==> src/hw/rtl/dns_answer_a_record_extractor_assert.svh <==
// Assertion helpers for the DNS A-record extractor.
// Clock clk_i and reset rst_ni are assumed in scope.
`ifndef DNS_ANSWER_A_RECORD_EXTRACTOR_ASSERT_SVH
`define DNS_ANSWER_A_RECORD_EXTRACTOR_ASSERT_SVH

// Same-cycle implication.
`define DNSA_ASSERT_NOW(label, ante, cons, msg) \
  label: assert property (@(posedge clk_i) disable iff (!rst_ni) (ante) |-> (cons)) \
    else $error(msg);

// Next-cycle implication.
`define DNSA_ASSERT_NEXT(label, ante, cons, msg) \
  label: assert property (@(posedge clk_i) disable iff (!rst_ni) (ante) |=> (cons)) \
    else $error(msg);

`endif

==> src/hw/rtl/dnsa_pkg.sv <==
`default_nettype none

package dnsa_pkg;

  typedef enum logic [1:0] {
    ST_RESOLVED  = 2'd0,
    ST_NOT_FOUND = 2'd1,
    ST_TRUNCATED = 2'd2
  } status_e;

  typedef enum logic [3:0] {
    PH_HEADER   = 4'd0,
    PH_QLEN     = 4'd1,
    PH_QLABEL   = 4'd2,
    PH_QTAIL    = 4'd3,
    PH_ANAME    = 4'd4,
    PH_ALEN     = 4'd5,
    PH_ALABEL   = 4'd6,
    PH_APTR     = 4'd7,
    PH_AFIXED   = 4'd8,
    PH_AADDR    = 4'd9,
    PH_ARDATA   = 4'd10,
    PH_NOTFOUND = 4'd11,
    PH_DONE     = 4'd12
  } phase_e;

  localparam logic [3:0]  HeaderBytes = 4'd12;
  localparam logic [3:0]  FixedBytes  = 4'd10;
  localparam logic [3:0]  AddrBytes   = 4'd4;
  localparam logic [7:0]  PtrMask     = 8'hC0;
  localparam logic [7:0]  LabelEnd    = 8'h00;
  localparam logic [15:0] QTailBytes  = 16'd4;
  localparam logic [15:0] TypeA       = 16'd1;
  localparam logic [15:0] ClassIn     = 16'd1;
  localparam logic [15:0] AddrLen     = 16'd4;

  typedef struct packed {
    logic [7:0] data;
    logic       last;
  } byte_t;

  typedef struct packed {
    status_e     status;
    logic [31:0] address;
    logic [15:0] transaction_id;
  } result_t;

endpackage

`default_nettype wire

==> src/hw/rtl/dnsa_in_reg.sv <==
`default_nettype none

module dnsa_in_reg (
  input  wire logic          clk_i,
  input  wire logic          rst_ni,
  input  wire logic          in_valid_i,
  output logic               in_stall_o,
  input  wire dnsa_pkg::byte_t in_item_i,
  input  wire logic          advance_i,
  output logic               item_valid_o,
  output dnsa_pkg::byte_t    item_o
);

  logic            valid_q, valid_d;
  dnsa_pkg::byte_t item_q;
  logic            accept;

  // full register frees up only when the parser consumes it
  assign in_stall_o = valid_q && !advance_i;
  assign accept     = in_valid_i && !in_stall_o;

  always_comb begin
    valid_d = valid_q;
    if (accept) begin
      valid_d = 1'b1;
    end else if (advance_i) begin
      valid_d = 1'b0;
    end
  end

  always_ff @(posedge clk_i or negedge rst_ni) begin
    if (!rst_ni) begin
      valid_q <= 1'b0;
    end else begin
      valid_q <= valid_d;
    end
  end

  always_ff @(posedge clk_i) begin
    if (accept) begin
      item_q <= in_item_i;
    end
  end

  assign item_valid_o = valid_q;
  assign item_o       = item_q;

endmodule

`default_nettype wire

==> src/hw/rtl/dnsa_parser.sv <==
`default_nettype none

module dnsa_parser (
  input  wire logic            clk_i,
  input  wire logic            rst_ni,
  input  wire logic            advance_i,
  input  wire dnsa_pkg::byte_t item_i,
  output logic                 res_valid_o,
  output dnsa_pkg::result_t    res_o
);

  dnsa_pkg::phase_e phase_q, phase_d;
  logic [3:0]  fc_q, fc_d;
  logic [15:0] qleft_q, qleft_d;
  logic [15:0] aleft_q, aleft_d;
  logic [15:0] skip_q, skip_d;
  logic [15:0] hid_q, hid_d;
  logic [15:0] rtype_q, rtype_d;
  logic [15:0] rclass_q, rclass_d;
  logic [15:0] rlen_q, rlen_d;
  logic [31:0] addr_q, addr_d;
  logic        given_q, given_d;

  logic [7:0]  b;
  logic [3:0]  fc_inc;
  logic [15:0] skip_dec;
  logic [15:0] aleft_dec;
  logic [15:0] qleft_dec;
  dnsa_pkg::phase_e ans_phase;
  dnsa_pkg::phase_e next_ans_phase;

  assign b         = item_i.data;
  assign fc_inc    = fc_q + 4'd1;
  assign skip_dec  = skip_q - 16'd1;
  assign aleft_dec = aleft_q - 16'd1;
  assign qleft_dec = qleft_q - 16'd1;
  assign ans_phase      = (aleft_q == 16'd0) ? dnsa_pkg::PH_NOTFOUND : dnsa_pkg::PH_ANAME;
  assign next_ans_phase = (aleft_dec == 16'd0) ? dnsa_pkg::PH_NOTFOUND : dnsa_pkg::PH_ANAME;

  always_comb begin
    phase_d  = phase_q;
    fc_d     = fc_q;
    qleft_d  = qleft_q;
    aleft_d  = aleft_q;
    skip_d   = skip_q;
    hid_d    = hid_q;
    rtype_d  = rtype_q;
    rclass_d = rclass_q;
    rlen_d   = rlen_q;
    addr_d   = addr_q;
    given_d  = given_q;
    res_valid_o          = 1'b0;
    res_o.status         = dnsa_pkg::ST_RESOLVED;
    res_o.address        = 32'd0;
    res_o.transaction_id = hid_q;

    unique case (phase_q)
      dnsa_pkg::PH_HEADER: begin
        case (fc_q)
          4'd0: hid_d   = {b, 8'd0};
          4'd1: hid_d   = {hid_q[15:8], b};
          4'd4: qleft_d = {b, 8'd0};
          4'd5: qleft_d = {qleft_q[15:8], b};
          4'd6: aleft_d = {b, 8'd0};
          4'd7: aleft_d = {aleft_q[15:8], b};
          default: ;
        endcase
        fc_d = fc_inc;
        if (fc_inc == dnsa_pkg::HeaderBytes) begin
          fc_d    = 4'd0;
          phase_d = (qleft_d != 16'd0) ? dnsa_pkg::PH_QLEN : ans_phase;
        end
      end
      dnsa_pkg::PH_QLEN: begin
        if (b == dnsa_pkg::LabelEnd) begin
          skip_d  = dnsa_pkg::QTailBytes;
          phase_d = dnsa_pkg::PH_QTAIL;
        end else begin
          skip_d  = {8'd0, b};
          phase_d = dnsa_pkg::PH_QLABEL;
        end
      end
      dnsa_pkg::PH_QLABEL: begin
        skip_d = skip_dec;
        if (skip_dec == 16'd0) begin
          phase_d = dnsa_pkg::PH_QLEN;
        end
      end
      dnsa_pkg::PH_QTAIL: begin
        skip_d = skip_dec;
        if (skip_dec == 16'd0) begin
          qleft_d = qleft_dec;
          phase_d = (qleft_dec != 16'd0) ? dnsa_pkg::PH_QLEN : ans_phase;
        end
      end
      dnsa_pkg::PH_ANAME, dnsa_pkg::PH_ALEN: begin
        // compression pointer only recognized on the first name byte
        if (phase_q == dnsa_pkg::PH_ANAME && (b & dnsa_pkg::PtrMask) == dnsa_pkg::PtrMask) begin
          phase_d = dnsa_pkg::PH_APTR;
        end else if (b == dnsa_pkg::LabelEnd) begin
          phase_d = dnsa_pkg::PH_AFIXED;
          fc_d    = 4'd0;
        end else begin
          skip_d  = {8'd0, b};
          phase_d = dnsa_pkg::PH_ALABEL;
        end
      end
      dnsa_pkg::PH_ALABEL: begin
        skip_d = skip_dec;
        if (skip_dec == 16'd0) begin
          phase_d = dnsa_pkg::PH_ALEN;
        end
      end
      dnsa_pkg::PH_APTR: begin
        phase_d = dnsa_pkg::PH_AFIXED;
        fc_d    = 4'd0;
      end
      dnsa_pkg::PH_AFIXED: begin
        case (fc_q)
          4'd0: rtype_d  = {b, 8'd0};
          4'd1: rtype_d  = {rtype_q[15:8], b};
          4'd2: rclass_d = {b, 8'd0};
          4'd3: rclass_d = {rclass_q[15:8], b};
          4'd8: rlen_d   = {b, 8'd0};
          4'd9: rlen_d   = {rlen_q[15:8], b};
          default: ;
        endcase
        fc_d = fc_inc;
        if (fc_inc == dnsa_pkg::FixedBytes) begin
          fc_d = 4'd0;
          if (rtype_d == dnsa_pkg::TypeA && rclass_d == dnsa_pkg::ClassIn &&
              rlen_d == dnsa_pkg::AddrLen) begin
            addr_d  = 32'd0;
            phase_d = dnsa_pkg::PH_AADDR;
          end else if (rlen_d == 16'd0) begin
            aleft_d = aleft_dec;
            phase_d = next_ans_phase;
          end else begin
            skip_d  = rlen_d;
            phase_d = dnsa_pkg::PH_ARDATA;
          end
        end
      end
      dnsa_pkg::PH_AADDR: begin
        addr_d = {addr_q[23:0], b};
        fc_d   = fc_inc;
        if (fc_inc == dnsa_pkg::AddrBytes) begin
          fc_d          = 4'd0;
          res_valid_o   = 1'b1;
          res_o.status  = dnsa_pkg::ST_RESOLVED;
          res_o.address = addr_d;
          given_d       = 1'b1;
          phase_d       = dnsa_pkg::PH_DONE;
        end
      end
      dnsa_pkg::PH_ARDATA: begin
        skip_d = skip_dec;
        if (skip_dec == 16'd0) begin
          aleft_d = aleft_dec;
          phase_d = next_ans_phase;
        end
      end
      default: ;
    endcase

    if (item_i.last) begin
      if (!res_valid_o && !given_q) begin
        res_valid_o          = 1'b1;
        res_o.status         = (phase_d == dnsa_pkg::PH_NOTFOUND) ?
                               dnsa_pkg::ST_NOT_FOUND : dnsa_pkg::ST_TRUNCATED;
        res_o.address        = 32'd0;
        res_o.transaction_id = hid_d;
      end
      // back to the reset state for the next message
      phase_d  = dnsa_pkg::PH_HEADER;
      fc_d     = 4'd0;
      qleft_d  = 16'd0;
      aleft_d  = 16'd0;
      skip_d   = 16'd0;
      hid_d    = 16'd0;
      rtype_d  = 16'd0;
      rclass_d = 16'd0;
      rlen_d   = 16'd0;
      addr_d   = 32'd0;
      given_d  = 1'b0;
    end
  end

  always_ff @(posedge clk_i or negedge rst_ni) begin
    if (!rst_ni) begin
      phase_q  <= dnsa_pkg::PH_HEADER;
      fc_q     <= 4'd0;
      qleft_q  <= 16'd0;
      aleft_q  <= 16'd0;
      skip_q   <= 16'd0;
      hid_q    <= 16'd0;
      rtype_q  <= 16'd0;
      rclass_q <= 16'd0;
      rlen_q   <= 16'd0;
      addr_q   <= 32'd0;
      given_q  <= 1'b0;
    end else if (advance_i) begin
      phase_q  <= phase_d;
      fc_q     <= fc_d;
      qleft_q  <= qleft_d;
      aleft_q  <= aleft_d;
      skip_q   <= skip_d;
      hid_q    <= hid_d;
      rtype_q  <= rtype_d;
      rclass_q <= rclass_d;
      rlen_q   <= rlen_d;
      addr_q   <= addr_d;
      given_q  <= given_d;
    end
  end

endmodule

`default_nettype wire

==> src/hw/rtl/dnsa_out_reg.sv <==
`default_nettype none

module dnsa_out_reg (
  input  wire logic              clk_i,
  input  wire logic              rst_ni,
  input  wire logic              load_i,
  input  wire dnsa_pkg::result_t res_i,
  output logic                   busy_o,
  output logic                   out_valid_o,
  input  wire logic              out_stall_i,
  output dnsa_pkg::result_t      res_o
);

  logic              valid_q, valid_d;
  dnsa_pkg::result_t res_q;

  // holding a result the consumer has not taken yet
  assign busy_o = valid_q && out_stall_i;

  always_comb begin
    valid_d = valid_q;
    if (load_i) begin
      valid_d = 1'b1;
    end else if (valid_q && !out_stall_i) begin
      valid_d = 1'b0;
    end
  end

  always_ff @(posedge clk_i or negedge rst_ni) begin
    if (!rst_ni) begin
      valid_q <= 1'b0;
    end else begin
      valid_q <= valid_d;
    end
  end

  always_ff @(posedge clk_i) begin
    if (load_i) begin
      res_q <= res_i;
    end
  end

  assign out_valid_o = valid_q;
  assign res_o       = res_q;

endmodule

`default_nettype wire

==> src/hw/rtl/dns_answer_a_record_extractor.sv <==
// A result enters the output register when the parser consumes the byte that causes it.
// Throughput: one byte per cycle if no result stalls; parser state updates once per byte.
// A stalled result holds in the output register; one more byte waits in the input register.
// Reset (async, active low) returns the parser to the header phase with all counts cleared.
`default_nettype none

`include "dns_answer_a_record_extractor_assert.svh"

module dns_answer_a_record_extractor (
  input  wire logic        clk_i,
  input  wire logic        rst_ni,
  input  wire logic        in_valid_i,
  output logic             in_stall_o,
  input  wire logic [7:0]  data_byte_i,
  input  wire logic        last_byte_i,
  output logic             out_valid_o,
  input  wire logic        out_stall_i,
  output logic [1:0]       status_o,
  output logic [31:0]      address_o,
  output logic [15:0]      transaction_id_o
);

  dnsa_pkg::byte_t   in_item;
  dnsa_pkg::byte_t   item;
  logic              item_valid;
  logic              advance;
  logic              out_busy;
  logic              res_valid;
  dnsa_pkg::result_t res;
  dnsa_pkg::result_t out_res;

  assign in_item.data = data_byte_i;
  assign in_item.last = last_byte_i;

  assign advance = item_valid && !out_busy;

  dnsa_in_reg u_in_reg (
    .clk_i        (clk_i),
    .rst_ni       (rst_ni),
    .in_valid_i   (in_valid_i),
    .in_stall_o   (in_stall_o),
    .in_item_i    (in_item),
    .advance_i    (advance),
    .item_valid_o (item_valid),
    .item_o       (item)
  );

  dnsa_parser u_parser (
    .clk_i       (clk_i),
    .rst_ni      (rst_ni),
    .advance_i   (advance),
    .item_i      (item),
    .res_valid_o (res_valid),
    .res_o       (res)
  );

  dnsa_out_reg u_out_reg (
    .clk_i       (clk_i),
    .rst_ni      (rst_ni),
    .load_i      (advance && res_valid),
    .res_i       (res),
    .busy_o      (out_busy),
    .out_valid_o (out_valid_o),
    .out_stall_i (out_stall_i),
    .res_o       (out_res)
  );

  assign status_o         = out_res.status;
  assign address_o        = out_res.address;
  assign transaction_id_o = out_res.transaction_id;

  `DNSA_ASSERT_NOW(a_addr_zero_unless_resolved,
      out_valid_o && status_o != dnsa_pkg::ST_RESOLVED, address_o == 32'd0,
      "address must be zero when not resolved")

  `DNSA_ASSERT_NOW(a_stall_means_full, in_stall_o, item_valid,
      "input stalled with empty input register")

  `DNSA_ASSERT_NEXT(a_no_advance_when_blocked, out_valid_o && out_stall_i && item_valid,
      item_valid, "input register dropped a byte while output was blocked")

endmodule

`default_nettype wire

==> config.mk <==
export PLATFORM = sky130hd
export DESIGN_NAME = dns_answer_a_record_extractor
export DESIGN_NICKNAME = d
export VERILOG_FILES = /design/src/hw/rtl/dnsa_pkg.sv /design/src/hw/rtl/dnsa_in_reg.sv /design/src/hw/rtl/dnsa_parser.sv /design/src/hw/rtl/dnsa_out_reg.sv /design/src/hw/rtl/dns_answer_a_record_extractor.sv
export VERILOG_INCLUDE_DIRS = /design/src /design/src/hw/rtl
export SDC_FILE = /design/constraint.sdc
export NUM_CORES = 1
export LEC_CHECK = 0
export BUFFER_PORTS_ARGS = -buffer_cell sky130_fd_sc_hd__buf_2
export CAP_MARGIN = 20
export CORE_MARGIN = 4
export CORE_UTILIZATION = 62
export DETAILED_ROUTE_END_ITERATION = 7
export PLACE_DENSITY = 0.92
export SLEW_MARGIN = 10
export SYNTH_ARGS = -nofsm -noshare
export SYNTH_HDL_FRONTEND = slang
export SYNTH_SLANG_ARGS = --single-unit
==> constraint.sdc <==
create_clock -name clk_i -period 5.8 [get_ports clk_i]
set_clock_uncertainty 0.05 [all_clocks]
set_input_delay 0.29 -clock clk_i [delete_from_list [all_inputs] [get_ports clk_i]]
set_output_delay 0.29 -clock clk_i [all_outputs]
set_load 0.02 [all_outputs]
==> results_dict.tcl <==
set metrics [dict create \
    grt_pass1_wl_mm 51.7 \
    viasPerCell 7.07 \
    p_per_area_nw_per_um2 382 \
    final_nets 1237 \
    cts_resized 0 \
    cts_tree "done" \
    synth_compound_area_share_pct 25.9 \
    avgSynthCellArea_um2 9.53 \
    synth_simple_gate_area_share_pct 19.1 \
    fin_util_pct 70.5 \
    antenna_cells 0 \
    start_kind "register" \
    yosysWarnings 0 \
    drv_slew 0 \
    insertion_delay_ns 0.51 \
    wl_per_cell_um 21.9 \
    clk_path_buf_depth 3 \
    rrSetupSlack_ns 1.42 \
    crit_path_top_delay_cell "or4b_2" \
    synth-xor-area-share_pct 1.39 \
    cts.sinks 206 \
    path_delay_family "simple AND/OR/NAND/NOR gates" \
    end_kind "register" \
    hpwl_mm 20.3 \
    internal_power_mw 3.13 \
    yosys-top-cells-area "dfrtp_1 33%, edfxtp_1 16%, a22o_1 6.6%" \
    hold_viol 0 \
    crit_required_ns 6.07 \
    htreeDepth 1 \
    synth_edf_count 59 \
    ys_seq_area_share_pct 48.2 \
    num_rows 49 \
    antenna_found_initial 0 \
    grt_max_degree 77 \
    gp_congestion 0.967 \
    portBuffers 64 \
    critPathBufInv 1 \
    pin_count 65 \
    vias 10300 \
    grt_pass1_vias 9921 \
    grt.total_usage_pct 31.2 \
    synthFlopType "dfrtp_1" \
    root_buffer "clkbuf_16" \
    grt.overflow.total 0 \
    p_sw_mw 1.70 \
    synth-adder-area-share_pct 1.33 \
    slowest_delay_ns 0.67 \
    syn-num-nets 1212 \
    drive_above_1_share_pct 12.1 \
    fp.dieH_um 143 \
    combinationalPowerShare_pct 29.4 \
    max_slew_margin_pct 30.3 \
    clkPwrFrac_pct 32.1 \
    cts.clk_slew.worst_paths_ns 0.06 \
    synthMuxAreaShare_pct 0 \
    r2r-start "u_parser.fc_q[0]" \
    min_path_type "in -> async" \
    coreArea_um2 18000 \
    fin_crit_ns 4.38 \
    synth_top_area_share_pct 32.5 \
    initial_utilization_pct 63.0 \
    critical_path.max_fanout 12 \
    synthArstFlopShare_pct 71.4 \
    cts_buffers 22 \
    arrival_ns 4.65 \
    fmax_mhz 228 \
    tightestPinTransition_ns 1.04 \
    path_cells "inv_1, ha_1, nand4bb_1, a22oi_1, or4b_2, nor3_1, a32oi_1, nor2b_1, nor3_1, nor4b_1, nor3b_1" \
    synth_cell_types 74 \
    netlist_area_um2 11300 \
    die_w_um 143 \
    drc 0 \
    timing.rr.end "u_out_reg.res_o[48]" \
    maxCapViolCount 0 \
    grt_setup_unrepaired "false" \
    layout_setup_ws_ns 1.42 \
    syn2layout_area_growth_pct 12.0 \
    fill_cells 1259 \
    crit_top_cell "nor3_1" \
    leakage_nw 5.22 \
    irDropWorstVdd_v 0.000445 \
    finalCritPeriodShare_pct 75.5 \
    seqPwrFrac_pct 38.5 \
    power_mw 4.83 \
    yosysTopAreaCell "dfrtp_1" \
    totalWireLength_mm 32.0 \
    rr_worst_depth 11 \
    synthCells 1187 \
    synth_top_family_by_area "compound AO/OA/AOI/OAI gates" \
    dr.first_iter.drc_count 1480 \
    synth_seq_cells 206 \
    setup_tns_ns 0 \
    setup_viol 0 \
    switching_share_pct 35.2 \
    outcome "completed" \
    drt_first_pass_iters 6 \
    antenna_left 0 \
    path_class "reg -> reg" \
    dpl_worst_slack_ns 1.63 \
    design.die.area_um2 20500 \
]
Yosys cell counts, drive strengths merged (7+ instances only):
cell type,instances
ha,12
or3,13
nor4,13
nor3,43
nand3,18
buf,9
or4,7
dfrtp,147
inv,22
clkbuf,87
nand2b,10
o31ai,18
a21oi,53
nor2,88
and3,12
a22oi,44
a221oi,9
xor2,7
nor2b,12
nand2,94
or4b,7
edfxtp,59
a31oi,14
xnor2,11
o22ai,10
nand4,14
and2,41
a22o,85
o21ai,125
nand3b,9
state kept, by name (all words and copies together), names as in the netlist, 4 cells and up:
register           count
u_out_reg.res_o       50
u_parser.addr_q       24
u_parser.aleft_q      16
u_parser.hid_q        16
u_parser.qleft_q      16
u_parser.rclass_q     16
u_parser.rlen_q       16
u_parser.rtype_q      16
u_parser.skip_q       16
u_in_reg.item_o        9
u_parser.fc_q          4
u_parser.phase_q       4
worst max path at each step:
stage / slack (ns) / end / depth (start not counted) / start
global route: 1.20 / u_out_reg.res_o[48] / 11 / u_parser.fc_q[0]
CTS: 1.57 / u_out_reg.res_o[48] / 11 / u_parser.fc_q[0]
detailed placement: 1.63 / u_out_reg.res_o[48] / 11 / u_parser.fc_q[0]
global placement: 1.83 / u_parser.skip_q[2] / 11 / u_parser.fc_q[0]
finish: 1.42 / u_out_reg.res_o[48] / 11 / u_parser.fc_q[0]
floorplan: 0.94 / u_out_reg.res_o[0] / 8 / u_parser.fc_q[0]
layer usage:
metal	vias to the layer above	GRT usage [%]	routed length [um]
li1	4537	-	-
met1	4904	42.8	12500
met2	710	49.0	14600
met3	143	7.07	3660
met4	0	11.8	1180
met5	-	0	0
cell usage in the layout, fill, tap and decap left out, drive strengths merged, types with 6 or more instances in the layout:
cell type and count:
xor2 7, clkbuf 28, nand2b 10, and2 41, nand3b 9, o22ai 10
ha 12, edfxtp 59, nor2 88, o32a 6, o31ai 18, or4b 7
buf 85, xnor2 11, inv 23, dfrtp 147, or3 13, a21oi 53
and3 12, or4 7, nand3 18, a22oi 44, a22o 85, dlygate4sd3 12
nor3 43, nand4 14, nor4 13, nor3b 6, a31oi 14, nor2b 12
nand2 94, a221oi 9, o21ai 125, clkinv 6
power groups by stage:
| stage | clock, mW | combinational (mW) | sequential, mW |
|---|---|---|---|
| after detailed placement | 0 | 1.35 | 1.87 |
| after global routing | 1.63 | 1.54 | 1.88 |
| after global placement | 0 | 1.31 | 1.86 |
| after floorplan | 0 | 1.02 | 1.82 |
| final | 1.55 | 1.42 | 1.86 |
| after CTS | 1.56 | 1.38 | 1.85 |
timing repair:
| item | CTS | global route |
|---|---|---|
| setup buffers | 0 | 0 |
| hold buffers | 12 | 0 |
| hold endpoints to repair | 82 | 0 |
stage by stage:
step           cell area, um^2  hold slack (ns)  cells
6_report                 12700            0.309   1457
3_3_place_gp             11700            0.289   1404
3_5_place_dp             11700            0.297   1404
2_1_floorplan            11300          -0.0556   1187
5_1_grt                  12700            0.397   1457
4_1_cts                  12600            0.337   1456
area by class of cell:
| cell class | count | area [um^2] | share of cell area [%] |
|---|---|---|---|
| timing repair buffer | 97 | 617 | 4.87 |
| tap | 229 | 287 | 2.26 |
| multi-input combinational | 863 | 5430 | 42.9 |
| inverter | 22 | 82.6 | 0.652 |
| clock buffer | 28 | 614 | 4.85 |
| sequential | 206 | 5450 | 43.0 |
| clock inverter | 12 | 189 | 1.49 |
kinds of logic after synthesis:
family                   Yosys count
AO/OA/AOI/OAI                    424
AND/OR/NAND/NOR                  409
flip-flops                       206
buffers and inverters            118
XOR/XNOR                          18
adder cells (fa/ha/maj)           12
worst register-to-register path, delay by kind of cell (launching register included):
family,cells,cell delay [ns]
AND/OR/NAND/NOR,7,2.50
adder cells (fa/ha/maj),1,0.42
AO/OA/AOI/OAI,2,0.56
buffers and inverters,1,0.16
flip-flops,1,0.51
Note: power is estimated with default switching activity, not from simulation.
